$ cat src/hw/rtl/lkr_pkg.sv
`timescale 1ns / 1ps

package lkr_pkg;

   localparam int DEFAULT_FRAME_SLOTS = 16;
   localparam int STAMP_W             = 64;
   localparam int COUNT_W             = 4;
   localparam int DEPTH_W             = 4;
   localparam int FRAME_W             = 4;
   localparam int EVCOUNT_W           = 5;

   localparam logic [DEPTH_W-1:0] HISTORY_DEPTH_RESET = 4'd2;
   localparam logic [COUNT_W-1:0] COUNT_MAX           = 4'd15;

   typedef enum logic [1:0] {
      OP_ACCESS    = 2'd0,
      OP_SET_EVICT = 2'd1,
      OP_REMOVE    = 2'd2,
      OP_EVICT     = 2'd3
   } opcode_type;

   typedef enum logic [1:0] {
      STAT_OK            = 2'd0,
      STAT_NOT_TRACKED   = 2'd1,
      STAT_NOT_EVICTABLE = 2'd2,
      STAT_FULL          = 2'd3
   } status_type;

   // One frame record as held in the frame memory.
   typedef struct packed {
      logic               evictable;
      logic [COUNT_W-1:0] count;
      logic [STAMP_W-1:0] stamp;
   } frame_rec_type;

   typedef struct packed {
      logic clear;
      logic sample;
   } scan_ctrl_type;

endpackage

$ cat src/hw/rtl/lkr_frame_mem.sv
`timescale 1ns / 1ps

module lkr_frame_mem
   import lkr_pkg::*;
#(
   parameter int DEPTH  = DEFAULT_FRAME_SLOTS,
   parameter int ADDR_W = $clog2(DEFAULT_FRAME_SLOTS)
) (
   input  logic              clock,
   input  logic              wr_en,
   input  logic [ADDR_W-1:0] wr_addr,
   input  frame_rec_type     wr_data,
   input  logic              rd_en,
   input  logic [ADDR_W-1:0] rd_addr,
   output frame_rec_type     rd_data
);

   frame_rec_type mem [DEPTH];
   frame_rec_type rd_data_ff;

   always_ff @(posedge clock) begin
      if (wr_en) begin
         mem[wr_addr] <= wr_data;
      end
   end

   always_ff @(posedge clock) begin
      if (rd_en) begin
         rd_data_ff <= mem[rd_addr];
      end
   end

   assign rd_data = rd_data_ff;

endmodule

$ cat src/hw/rtl/lkr_victim_scan.sv
`timescale 1ns / 1ps

module lkr_victim_scan
   import lkr_pkg::*;
#(
   parameter int IDX_W = $clog2(DEFAULT_FRAME_SLOTS)
) (
   input  logic               clock,
   input  logic               reset,
   input  scan_ctrl_type      ctrl,
   input  logic               entry_live,
   input  frame_rec_type      entry,
   input  logic [IDX_W-1:0]   entry_idx,
   input  logic [DEPTH_W-1:0] history_depth,
   output logic               victim_found,
   output logic [IDX_W-1:0]   victim_idx
);

   logic               fifo_found_ff, fifo_found_in;
   logic [IDX_W-1:0]   fifo_idx_ff, fifo_idx_in;
   logic [STAMP_W-1:0] fifo_stamp_ff, fifo_stamp_in;
   logic               lru_found_ff, lru_found_in;
   logic [IDX_W-1:0]   lru_idx_ff, lru_idx_in;
   logic [STAMP_W-1:0] lru_stamp_ff, lru_stamp_in;
   logic               in_lru;

   assign in_lru = entry.count >= history_depth;

   always_comb begin
      fifo_found_in = fifo_found_ff;
      fifo_idx_in   = fifo_idx_ff;
      fifo_stamp_in = fifo_stamp_ff;
      lru_found_in  = lru_found_ff;
      lru_idx_in    = lru_idx_ff;
      lru_stamp_in  = lru_stamp_ff;
      if (ctrl.clear) begin
         fifo_found_in = 1'b0;
         lru_found_in  = 1'b0;
      end else if (ctrl.sample && entry_live) begin
         // strict compare keeps the lowest index on equal stamps
         if (!in_lru) begin
            if (!fifo_found_ff || entry.stamp < fifo_stamp_ff) begin
               fifo_found_in = 1'b1;
               fifo_idx_in   = entry_idx;
               fifo_stamp_in = entry.stamp;
            end
         end else begin
            if (!lru_found_ff || entry.stamp < lru_stamp_ff) begin
               lru_found_in = 1'b1;
               lru_idx_in   = entry_idx;
               lru_stamp_in = entry.stamp;
            end
         end
      end
   end

   always_ff @(posedge clock) begin
      if (reset) begin
         fifo_found_ff <= 1'b0;
         lru_found_ff  <= 1'b0;
      end else begin
         fifo_found_ff <= fifo_found_in;
         lru_found_ff  <= lru_found_in;
      end
   end

   always_ff @(posedge clock) begin
      fifo_idx_ff   <= fifo_idx_in;
      fifo_stamp_ff <= fifo_stamp_in;
      lru_idx_ff    <= lru_idx_in;
      lru_stamp_ff  <= lru_stamp_in;
   end

   // FIFO group wins over the LRU group
   assign victim_found = fifo_found_ff || lru_found_ff;
   assign victim_idx   = fifo_found_ff ? fifo_idx_ff : lru_idx_ff;

endmodule

$ cat src/hw/rtl/lru_k_frame_replacer_core.sv
`timescale 1ns / 1ps
// Ops answered at once (reject, new-frame insert, evict with none evictable) answer in the
// cycle after accept; access, set-evictable and remove of a tracked frame take one
// read-modify-write of the frame memory. Evict, and access of a new frame into a full
// table, scan the frame memory one record per cycle through its single read port if any is
// evictable. One op is in flight at a time; the next op enters once the result beat is taken.
// Reset (synchronous): no frame tracked, stamp and totals zero, history depth 2.

module lru_k_frame_replacer_core
   import lkr_pkg::*;
#(
   parameter int FRAME_SLOTS = DEFAULT_FRAME_SLOTS
) (
   input  logic                                  clock,
   input  logic                                  reset,
   input  logic                                  req_valid,
   output logic                                  req_ready,
   input  logic [1:0]                            req_opcode,
   input  logic [$clog2(FRAME_SLOTS)-1:0]        req_frame_index,
   input  logic                                  req_evictable_value,
   output logic                                  rsp_valid,
   input  logic                                  rsp_ready,
   output logic                                  rsp_victim_valid,
   output logic [$clog2(FRAME_SLOTS)-1:0]        rsp_victim_frame,
   output logic [1:0]                            rsp_status,
   output logic [$clog2(FRAME_SLOTS + 1)-1:0]    rsp_evictable_count,
   input  logic                                  csr_write_enable,
   input  logic [DEPTH_W-1:0]                    csr_write_data
);

   localparam int IDX_W = $clog2(FRAME_SLOTS);
   localparam int CNT_W = $clog2(FRAME_SLOTS + 1);
   localparam logic [IDX_W-1:0] LAST_IDX = IDX_W'(FRAME_SLOTS - 1);
   localparam logic [CNT_W-1:0] FULL_CNT = CNT_W'(FRAME_SLOTS);

   typedef enum logic [4:0] {
      S_IDLE   = 5'b00001,
      S_MODIFY = 5'b00010,
      S_SCAN   = 5'b00100,
      S_DRAIN  = 5'b01000,
      S_FINISH = 5'b10000
   } state_type;

   state_type              state_ff, state_in;
   opcode_type             op_ff, op_in;
   logic [IDX_W-1:0]       fi_ff, fi_in;
   logic                   ev_ff, ev_in;
   logic [DEPTH_W-1:0]     k_ff, k_in;
   logic [FRAME_SLOTS-1:0] present_ff, present_in;
   logic [STAMP_W-1:0]     stamp_ff, stamp_in;
   logic [CNT_W-1:0]       tracked_ff, tracked_in;
   logic [CNT_W-1:0]       evtotal_ff, evtotal_in;
   logic [IDX_W-1:0]       scan_addr_ff, scan_addr_in;
   logic                   cmp_valid_ff, cmp_valid_in;
   logic [IDX_W-1:0]       cmp_idx_ff, cmp_idx_in;

   logic                   rsp_valid_ff, rsp_valid_in;
   logic                   rsp_vvalid_ff, rsp_vvalid_in;
   logic [IDX_W-1:0]       rsp_vframe_ff, rsp_vframe_in;
   status_type             rsp_status_ff, rsp_status_in;
   logic [CNT_W-1:0]       rsp_count_ff, rsp_count_in;

   logic                   req_fire;
   logic                   req_in_range;
   logic [IDX_W-1:0]       req_idx;
   opcode_type             req_op;
   logic                   rsp_load;
   logic                   res_vvalid;
   logic [IDX_W-1:0]       res_vidx;
   status_type             res_status;
   logic [COUNT_W-1:0]     new_count;

   logic                   mem_wr_en;
   logic [IDX_W-1:0]       mem_wr_addr;
   frame_rec_type          mem_wr_data;
   logic                   mem_rd_en;
   logic [IDX_W-1:0]       mem_rd_addr;
   frame_rec_type          mem_rd_data;

   scan_ctrl_type          scan_ctrl;
   logic                   victim_found;
   logic [IDX_W-1:0]       victim_idx;

   assign req_ready    = (state_ff == S_IDLE) && (!rsp_valid_ff || rsp_ready);
   assign req_fire     = req_valid && req_ready;
   assign req_in_range = 32'(req_frame_index) < FRAME_SLOTS;
   assign req_idx      = req_frame_index;
   assign req_op       = opcode_type'(req_opcode);

   lkr_frame_mem #(
      .DEPTH  (FRAME_SLOTS),
      .ADDR_W (IDX_W)
   ) u_mem (
      .clock   (clock),
      .wr_en   (mem_wr_en),
      .wr_addr (mem_wr_addr),
      .wr_data (mem_wr_data),
      .rd_en   (mem_rd_en),
      .rd_addr (mem_rd_addr),
      .rd_data (mem_rd_data)
   );

   lkr_victim_scan #(
      .IDX_W (IDX_W)
   ) u_scan (
      .clock         (clock),
      .reset         (reset),
      .ctrl          (scan_ctrl),
      .entry_live    (present_ff[cmp_idx_ff] && mem_rd_data.evictable),
      .entry         (mem_rd_data),
      .entry_idx     (cmp_idx_ff),
      .history_depth (k_ff),
      .victim_found  (victim_found),
      .victim_idx    (victim_idx)
   );

   always_comb begin
      state_in     = state_ff;
      op_in        = op_ff;
      fi_in        = fi_ff;
      ev_in        = ev_ff;
      k_in         = csr_write_enable ? csr_write_data : k_ff;
      present_in   = present_ff;
      stamp_in     = stamp_ff;
      tracked_in   = tracked_ff;
      evtotal_in   = evtotal_ff;
      scan_addr_in = scan_addr_ff;
      cmp_valid_in = 1'b0;
      cmp_idx_in   = cmp_idx_ff;
      mem_wr_en    = 1'b0;
      mem_wr_addr  = fi_ff;
      mem_wr_data  = '{evictable: 1'b0, count: COUNT_W'(1), stamp: stamp_ff};
      mem_rd_en    = 1'b0;
      mem_rd_addr  = req_idx;
      scan_ctrl    = '{clear: 1'b0, sample: cmp_valid_ff};
      rsp_load     = 1'b0;
      res_vvalid   = 1'b0;
      res_vidx     = '0;
      res_status   = STAT_OK;
      new_count    = (mem_rd_data.count < COUNT_MAX) ? mem_rd_data.count + 1'b1 : COUNT_MAX;

      unique case (state_ff)
         S_IDLE: begin
            if (req_fire) begin
               op_in = req_op;
               fi_in = req_idx;
               ev_in = req_evictable_value;
               if (req_op == OP_EVICT) begin
                  if (evtotal_ff == '0) begin
                     rsp_load = 1'b1;
                  end else begin
                     state_in       = S_SCAN;
                     scan_addr_in   = '0;
                     scan_ctrl.clear = 1'b1;
                  end
               end else if (!req_in_range) begin
                  rsp_load   = 1'b1;
                  res_status = STAT_NOT_TRACKED;
               end else if (present_ff[req_idx]) begin
                  mem_rd_en = 1'b1;
                  state_in  = S_MODIFY;
               end else if (req_op == OP_ACCESS) begin
                  if (tracked_ff >= FULL_CNT) begin
                     if (evtotal_ff == '0) begin
                        rsp_load   = 1'b1;
                        res_status = STAT_FULL;
                     end else begin
                        state_in        = S_SCAN;
                        scan_addr_in    = '0;
                        scan_ctrl.clear = 1'b1;
                     end
                  end else begin
                     // insert with a fresh stamp
                     mem_wr_en           = 1'b1;
                     mem_wr_addr         = req_idx;
                     present_in[req_idx] = 1'b1;
                     stamp_in            = stamp_ff + 1'b1;
                     tracked_in          = tracked_ff + 1'b1;
                     rsp_load            = 1'b1;
                  end
               end else begin
                  rsp_load   = 1'b1;
                  res_status = STAT_NOT_TRACKED;
               end
            end
         end
         S_MODIFY: begin
            rsp_load    = 1'b1;
            state_in    = S_IDLE;
            mem_wr_data = mem_rd_data;
            case (op_ff)
               OP_ACCESS: begin
                  mem_wr_en         = 1'b1;
                  mem_wr_data.count = new_count;
                  if (new_count >= k_ff) begin
                     mem_wr_data.stamp = stamp_ff;
                     stamp_in          = stamp_ff + 1'b1;
                  end
               end
               OP_SET_EVICT: begin
                  if (mem_rd_data.evictable != ev_ff) begin
                     mem_wr_en             = 1'b1;
                     mem_wr_data.evictable = ev_ff;
                     evtotal_in = ev_ff ? evtotal_ff + 1'b1 : evtotal_ff - 1'b1;
                  end
               end
               default: begin
                  if (mem_rd_data.evictable) begin
                     present_in[fi_ff] = 1'b0;
                     tracked_in        = tracked_ff - 1'b1;
                     evtotal_in        = evtotal_ff - 1'b1;
                  end else begin
                     res_status = STAT_NOT_EVICTABLE;
                  end
               end
            endcase
         end
         S_SCAN: begin
            mem_rd_en    = 1'b1;
            mem_rd_addr  = scan_addr_ff;
            cmp_valid_in = 1'b1;
            cmp_idx_in   = scan_addr_ff;
            if (scan_addr_ff == LAST_IDX) begin
               state_in = S_DRAIN;
            end else begin
               scan_addr_in = scan_addr_ff + 1'b1;
            end
         end
         S_DRAIN: begin
            state_in = S_FINISH;
         end
         S_FINISH: begin
            rsp_load = 1'b1;
            state_in = S_IDLE;
            if (victim_found) begin
               res_vvalid             = 1'b1;
               res_vidx               = victim_idx;
               present_in[victim_idx] = 1'b0;
               tracked_in             = tracked_ff - 1'b1;
               evtotal_in             = evtotal_ff - 1'b1;
               if (op_ff == OP_ACCESS) begin
                  // new frame takes the victim's slot in the count
                  mem_wr_en         = 1'b1;
                  present_in[fi_ff] = 1'b1;
                  stamp_in          = stamp_ff + 1'b1;
                  tracked_in        = tracked_ff;
               end
            end else if (op_ff == OP_ACCESS) begin
               res_status = STAT_FULL;
            end
         end
         default: begin
            state_in = S_IDLE;
         end
      endcase

      rsp_valid_in  = rsp_valid_ff && !rsp_ready;
      rsp_vvalid_in = rsp_vvalid_ff;
      rsp_vframe_in = rsp_vframe_ff;
      rsp_status_in = rsp_status_ff;
      rsp_count_in  = rsp_count_ff;
      if (rsp_load) begin
         rsp_valid_in  = 1'b1;
         rsp_vvalid_in = res_vvalid;
         rsp_vframe_in = res_vidx;
         rsp_status_in = res_status;
         rsp_count_in  = evtotal_in;
      end
   end

   always_ff @(posedge clock) begin
      if (reset) begin
         state_ff     <= S_IDLE;
         k_ff         <= HISTORY_DEPTH_RESET;
         present_ff   <= '0;
         stamp_ff     <= '0;
         tracked_ff   <= '0;
         evtotal_ff   <= '0;
         scan_addr_ff <= '0;
         cmp_valid_ff <= 1'b0;
         rsp_valid_ff <= 1'b0;
      end else begin
         state_ff     <= state_in;
         k_ff         <= k_in;
         present_ff   <= present_in;
         stamp_ff     <= stamp_in;
         tracked_ff   <= tracked_in;
         evtotal_ff   <= evtotal_in;
         scan_addr_ff <= scan_addr_in;
         cmp_valid_ff <= cmp_valid_in;
         rsp_valid_ff <= rsp_valid_in;
      end
   end

   always_ff @(posedge clock) begin
      op_ff         <= op_in;
      fi_ff         <= fi_in;
      ev_ff         <= ev_in;
      cmp_idx_ff    <= cmp_idx_in;
      rsp_vvalid_ff <= rsp_vvalid_in;
      rsp_vframe_ff <= rsp_vframe_in;
      rsp_status_ff <= rsp_status_in;
      rsp_count_ff  <= rsp_count_in;
   end

   assign rsp_valid           = rsp_valid_ff;
   assign rsp_victim_valid    = rsp_vvalid_ff;
   assign rsp_victim_frame    = rsp_vframe_ff;
   assign rsp_status          = rsp_status_ff;
   assign rsp_evictable_count = rsp_count_ff;

   a_evict_le_tracked: assert property (@(posedge clock) disable iff (reset)
      evtotal_ff <= tracked_ff)
      else $error("evictable total exceeds tracked total");

   a_tracked_bound: assert property (@(posedge clock) disable iff (reset)
      tracked_ff <= FULL_CNT)
      else $error("tracked total exceeds frame count");

   a_scan_finds_victim: assert property (@(posedge clock) disable iff (reset)
      (state_ff == S_FINISH && evtotal_ff != '0) |-> victim_found)
      else $error("scan missed an evictable frame");

   a_accept_progress: assert property (@(posedge clock) disable iff (reset)
      req_fire |=> (rsp_valid_ff || state_ff != S_IDLE))
      else $error("accepted beat produced no work");

   a_tracked_present: assert property (@(posedge clock) disable iff (reset)
      tracked_ff == CNT_W'($countones(present_ff)))
      else $error("tracked total out of step with present bits");

endmodule
$ cat config.mk
export PLATFORM = sky130hd
export DESIGN_NAME = lru_k_frame_replacer_core
export DESIGN_NICKNAME = d
export VERILOG_FILES = /design/src/hw/rtl/lkr_pkg.sv /design/src/hw/rtl/lkr_frame_mem.sv /design/src/hw/rtl/lkr_victim_scan.sv /design/src/hw/rtl/lru_k_frame_replacer_core.sv
export SDC_FILE = /design/constraint.sdc
export NUM_CORES = 2
export LEC_CHECK = 0
export ABC_AREA = 1
export BUFFER_PORTS_ARGS = -buffer_cell sky130_fd_sc_hd__buf_4
export CAP_MARGIN = 20
export CORE_MARGIN = 10
export CORE_UTILIZATION = 64
export DETAILED_ROUTE_END_ITERATION = 8
export GPL_ROUTABILITY_DRIVEN = 1
export PLACE_DENSITY = 0.8
export REMOVE_ABC_BUFFERS = 1
export SETUP_SLACK_MARGIN = 0.5
export SLEW_MARGIN = 20
export SYNTH_ARGS = -nofsm -noshare
export SYNTH_HDL_FRONTEND = slang
export SYNTH_HIERARCHICAL = 1
export SYNTH_SLANG_ARGS = --single-unit
$ cat constraint.sdc
create_clock -name clock -period 10.4 [get_ports clock]
set_input_delay 2.08 -clock clock [delete_from_list [all_inputs] [get_ports clock]]
set_output_delay 2.08 -clock clock [all_outputs]
set_load 0.02 [all_outputs]
==> impl_results.md <==
* Hold Slack at 0.488 ns
* Placed instance count at 8,094
* Internal Pwr Total at 9.14 mW
* Commonest non-fill, non-tap cell in the layout: nand2_1
* Antenna viol nets, final at 0
* Final Routed Wirelength at 173,000 µm
* Pre-CTS setup slack at 3.71 ns
* Clk pwr share at 41.4%
* NumNets Final at 7,020
* Non-Filler Instances at 8,348
* Clock sink total at 1,439
* Crit path DAT at 6.32 ns
* Max clock buf depth at 3
* Drt pass-1 iters at 6
* Initial antenna violation count at 4
* Sum Neg Setup Slack at 0 ns
* Initial Utilization at 64.5%
* Post_cts resized at 0
* Max-cap check violation count at 0
* Relative max-transition margin at 15.7%
* # setup viols final at 0
* Post-DP Area at 68,100 µm²
* CTS clock-pin slew for the worst setup and hold paths at 0.06 ns
* TritonCTS clock tree: yes
* Hold Path End: k_ff[1]
* VDD IR-drop max at 0.188 mV
* RR Startpoint: state_ff[2]
* FFs w/ async S/R, synth at 0%
* RSZ-0062 raised after global routing: false
* Critical path fanouts, max at 31
* Gate Count Post-Synth at 6,876
* Leak at 30.3 nW
* I/O pin total at 30
* CP Data Required Time at 10.78 ns
* Switching part of the total at 22.0%
* Dpl hpwl at 99,900 µm
* P_sw at 2.58 mW
* Die Ht at 343 µm
* Cts-stage hold buffer count at 0
* Min Tclk post-route at 5.93 ns
* Status: completed
* Post-Syn Area at 66,800 µm²
* Flop2flop setup slack at 5.54 ns
* R2R cell count at 13
* First-pass GRT wire length at 265,000 µm
* Final hold violations at 0
* Root Buffer Master: clkbuf_16
* Kind of critical path: in2reg
* Tcrit/Tclk final at 57.1%
* Achievable frequency at 169 MHz
* Most frequent cells in the layout: nand2_1, edfxtp_1, inv_1, nand3_1, nor2_1
* Vias at 48,389
* Ys Warns at 6
* HP Class: reg2reg
* Ant. Diodes at 0
* # H-tree levels at 4
* Final instance area at 72,500 µm²
* Final worst slack at 4.47 ns
* Vias per cell at 5.80
* RePlAce Congestion at 0.979
* Power Density at 162 nW/µm²
* Yosys cell types at 50
* Sequential share of the synthesized area at 63.1%
* Core footprint at 103,000 µm²
* Die ar. at 118,000 µm²
* Drt wl/cell at 20.7 µm
* Yosys reg bits at 1,439
* Comb power frac at 4.9%
* Grt peak-use layer: met2
* Filler cells at 7,174
* Standard-cell rows at 118
* Slew @ Worst Pin at 1.26 ns
* Largest net degree at the start of global routing at 203
* All-Layer GR Usage at 29.0%
* Num CTS Buffers at 144
* Skew final at 0.0244 ns
* GR Util met2 at 47.3%
* Worst reg2reg path endpoint: u_mem/mem[0][55]
* CP startpoint kind: primary input
* Port bufs at 29
* Total power draw at 11.7 mW
* Final core occ at 70.0%
* Number of global-route vias before repair at 46,828
* CP Capture Type: flip-flop
* Final routed DRC violation total at 0
* Main flop type after synthesis: edfxtp_1
* 1st-iter DRT viols at 5,737
* Final Max Tran Viols at 0
* Syn_area_per_cell at 9.71 µm²
* M1 GR Usage at 38.1%
* GRT overflow at 0
* Layout Area Growth over Synthesis at 8.51%
* Share of layout cells above drive strength 1 at 5.77%
* M3 GR Usage at 4.67%
* Number of flops mapped to enable cells by yosys at 1,332
* Post-CTS Repair Setup Buffers at 0
* Hold Path Stages at 2
* Die width at 343 µm
* Reg power frac at 53.7%
* Clock latency at the later pin of the worst-skew pair at 0.76 ns
* Min-delay src: k_ff[1]
-- synth_stat cells (all sizes together), types with 2 or more instances --
| cell type | n | share of area, % |
|---|---|---|
| nand2 | 2111 | 12 |
| edfxtp | 1332 | 60 |
| inv | 1148 | 6.5 |
| nand3 | 984 | 7.4 |
| nor2 | 287 | 1.7 |
| buf | 224 | 2.1 |
| a21oi | 183 | 1.4 |
| ha | 142 | 2.7 |
| o21ai | 135 | 1.0 |
| dfxtp | 107 | 3.2 |
| clkbuf | 67 | 0.38 |
| xor2 | 32 | 0.42 |
| nand4 | 29 | 0.29 |
| mux2 | 13 | 0.22 |
| nor3 | 13 | 0.11 |
| o211ai | 12 | 0.13 |
| o2111ai | 11 | 0.14 |
| or2 | 10 | 0.094 |
| xnor2 | 7 | 0.092 |
| a21o | 4 | 0.045 |
| nor4 | 4 | 0.037 |
| o221ai | 4 | 0.052 |
| o22ai | 3 | 0.028 |
| a221oi | 2 | 0.026 |
| a31oi | 2 | 0.019 |
| nand3b | 2 | 0.022 |
| o21bai | 2 | 0.022 |
| o31ai | 2 | 0.022 |
-- critical path: stages --
cell and delay [ns]:
buf_4 0.17, inv_2 0.13, nand2_1 0.09, nand2_1 0.05, nand2_1 0.06, nand2_1 0.07, nand2_1 0.06, nand2_1 0.09
inv_1 0.09, nand2_2 0.11, nor2_1 0.19, nand3_1 0.29, o21ai_0 0.50, nand2_1 0.37, nor2_4 0.67, buf_4 0.68
buf_4 0.56
-- power by group through the flow --
stage / combinational (mW) / clock [mW] / sequential [mW]
6_report: 0.571 / 4.85 / 6.30
4_1_cts: 0.560 / 4.89 / 6.30
5_1_grt: 0.619 / 5.12 / 6.29
3_5_place_dp: 0.556 / 0 / 6.42
2_1_floorplan: 0.500 / 0 / 6.42
3_3_place_gp: 0.540 / 0 / 6.42
-- cell families after synthesis --
group / synth area share (%)
AO/OA/AOI/OAI: 2.91
adder cells (fa/ha/maj): 2.69
multiplexers: 0.219
flip-flops: 63.1
buffers and inverters: 8.97
AND/OR/NAND/NOR: 21.6
XOR/XNOR: 0.512
-- sequential cells by signal (all words and copies together), names as in the netlist, 5 cells and up --
name / flops
stamp_ff: 64
u_mem/rd_data: 69
present_ff: 16
u_mem/mem: 1104
state_ff: 5
u_scan/fifo_stamp_ff: 64
tracked_ff: 5
rsp_evictable_count: 5
u_scan/lru_stamp_ff: 64
evtotal_ff: 5
-- worst max-delay path by stage --
stage,to,depth (start not counted),slack [ns],from
2_1_floorplan,u_mem/rd_data[13],8,-40.54,req_frame_index[0]
3_3_place_gp,u_mem/mem[1][46],17,3.60,req_frame_index[0]
3_5_place_dp,u_mem/mem[1][60],17,3.71,req_frame_index[0]
4_1_cts,u_mem/mem[1][67],17,4.47,req_frame_index[0]
5_1_grt,u_mem/mem[12][42],16,4.20,req_frame_index[0]
6_report,u_mem/mem[1][65],17,4.47,req_frame_index[0]
-- area by class of cell --
cell class | instances | area, µm² | area share (%)
clock buffer | 194 | 3910 | 5.39
tap | 1380 | 1730 | 2.38
inverter | 1149 | 4340 | 5.98
sequential | 1439 | 42100 | 58.2
timing repair buffer | 130 | 1040 | 1.44
multi-input combinational | 3997 | 18900 | 26.0
clock inverter | 59 | 433 | 0.597
-- routing by layer --
layer  share of wire (%)  wire, µm  up-vias
li1                    -         -    22363
met1                  38     65400    22801
met2                  48     82800     2718
met3                 9.9     17100      503
met4                 4.5      7720        4
met5               0.015        26        -
Note: power is estimated with default switching activity, not from simulation.
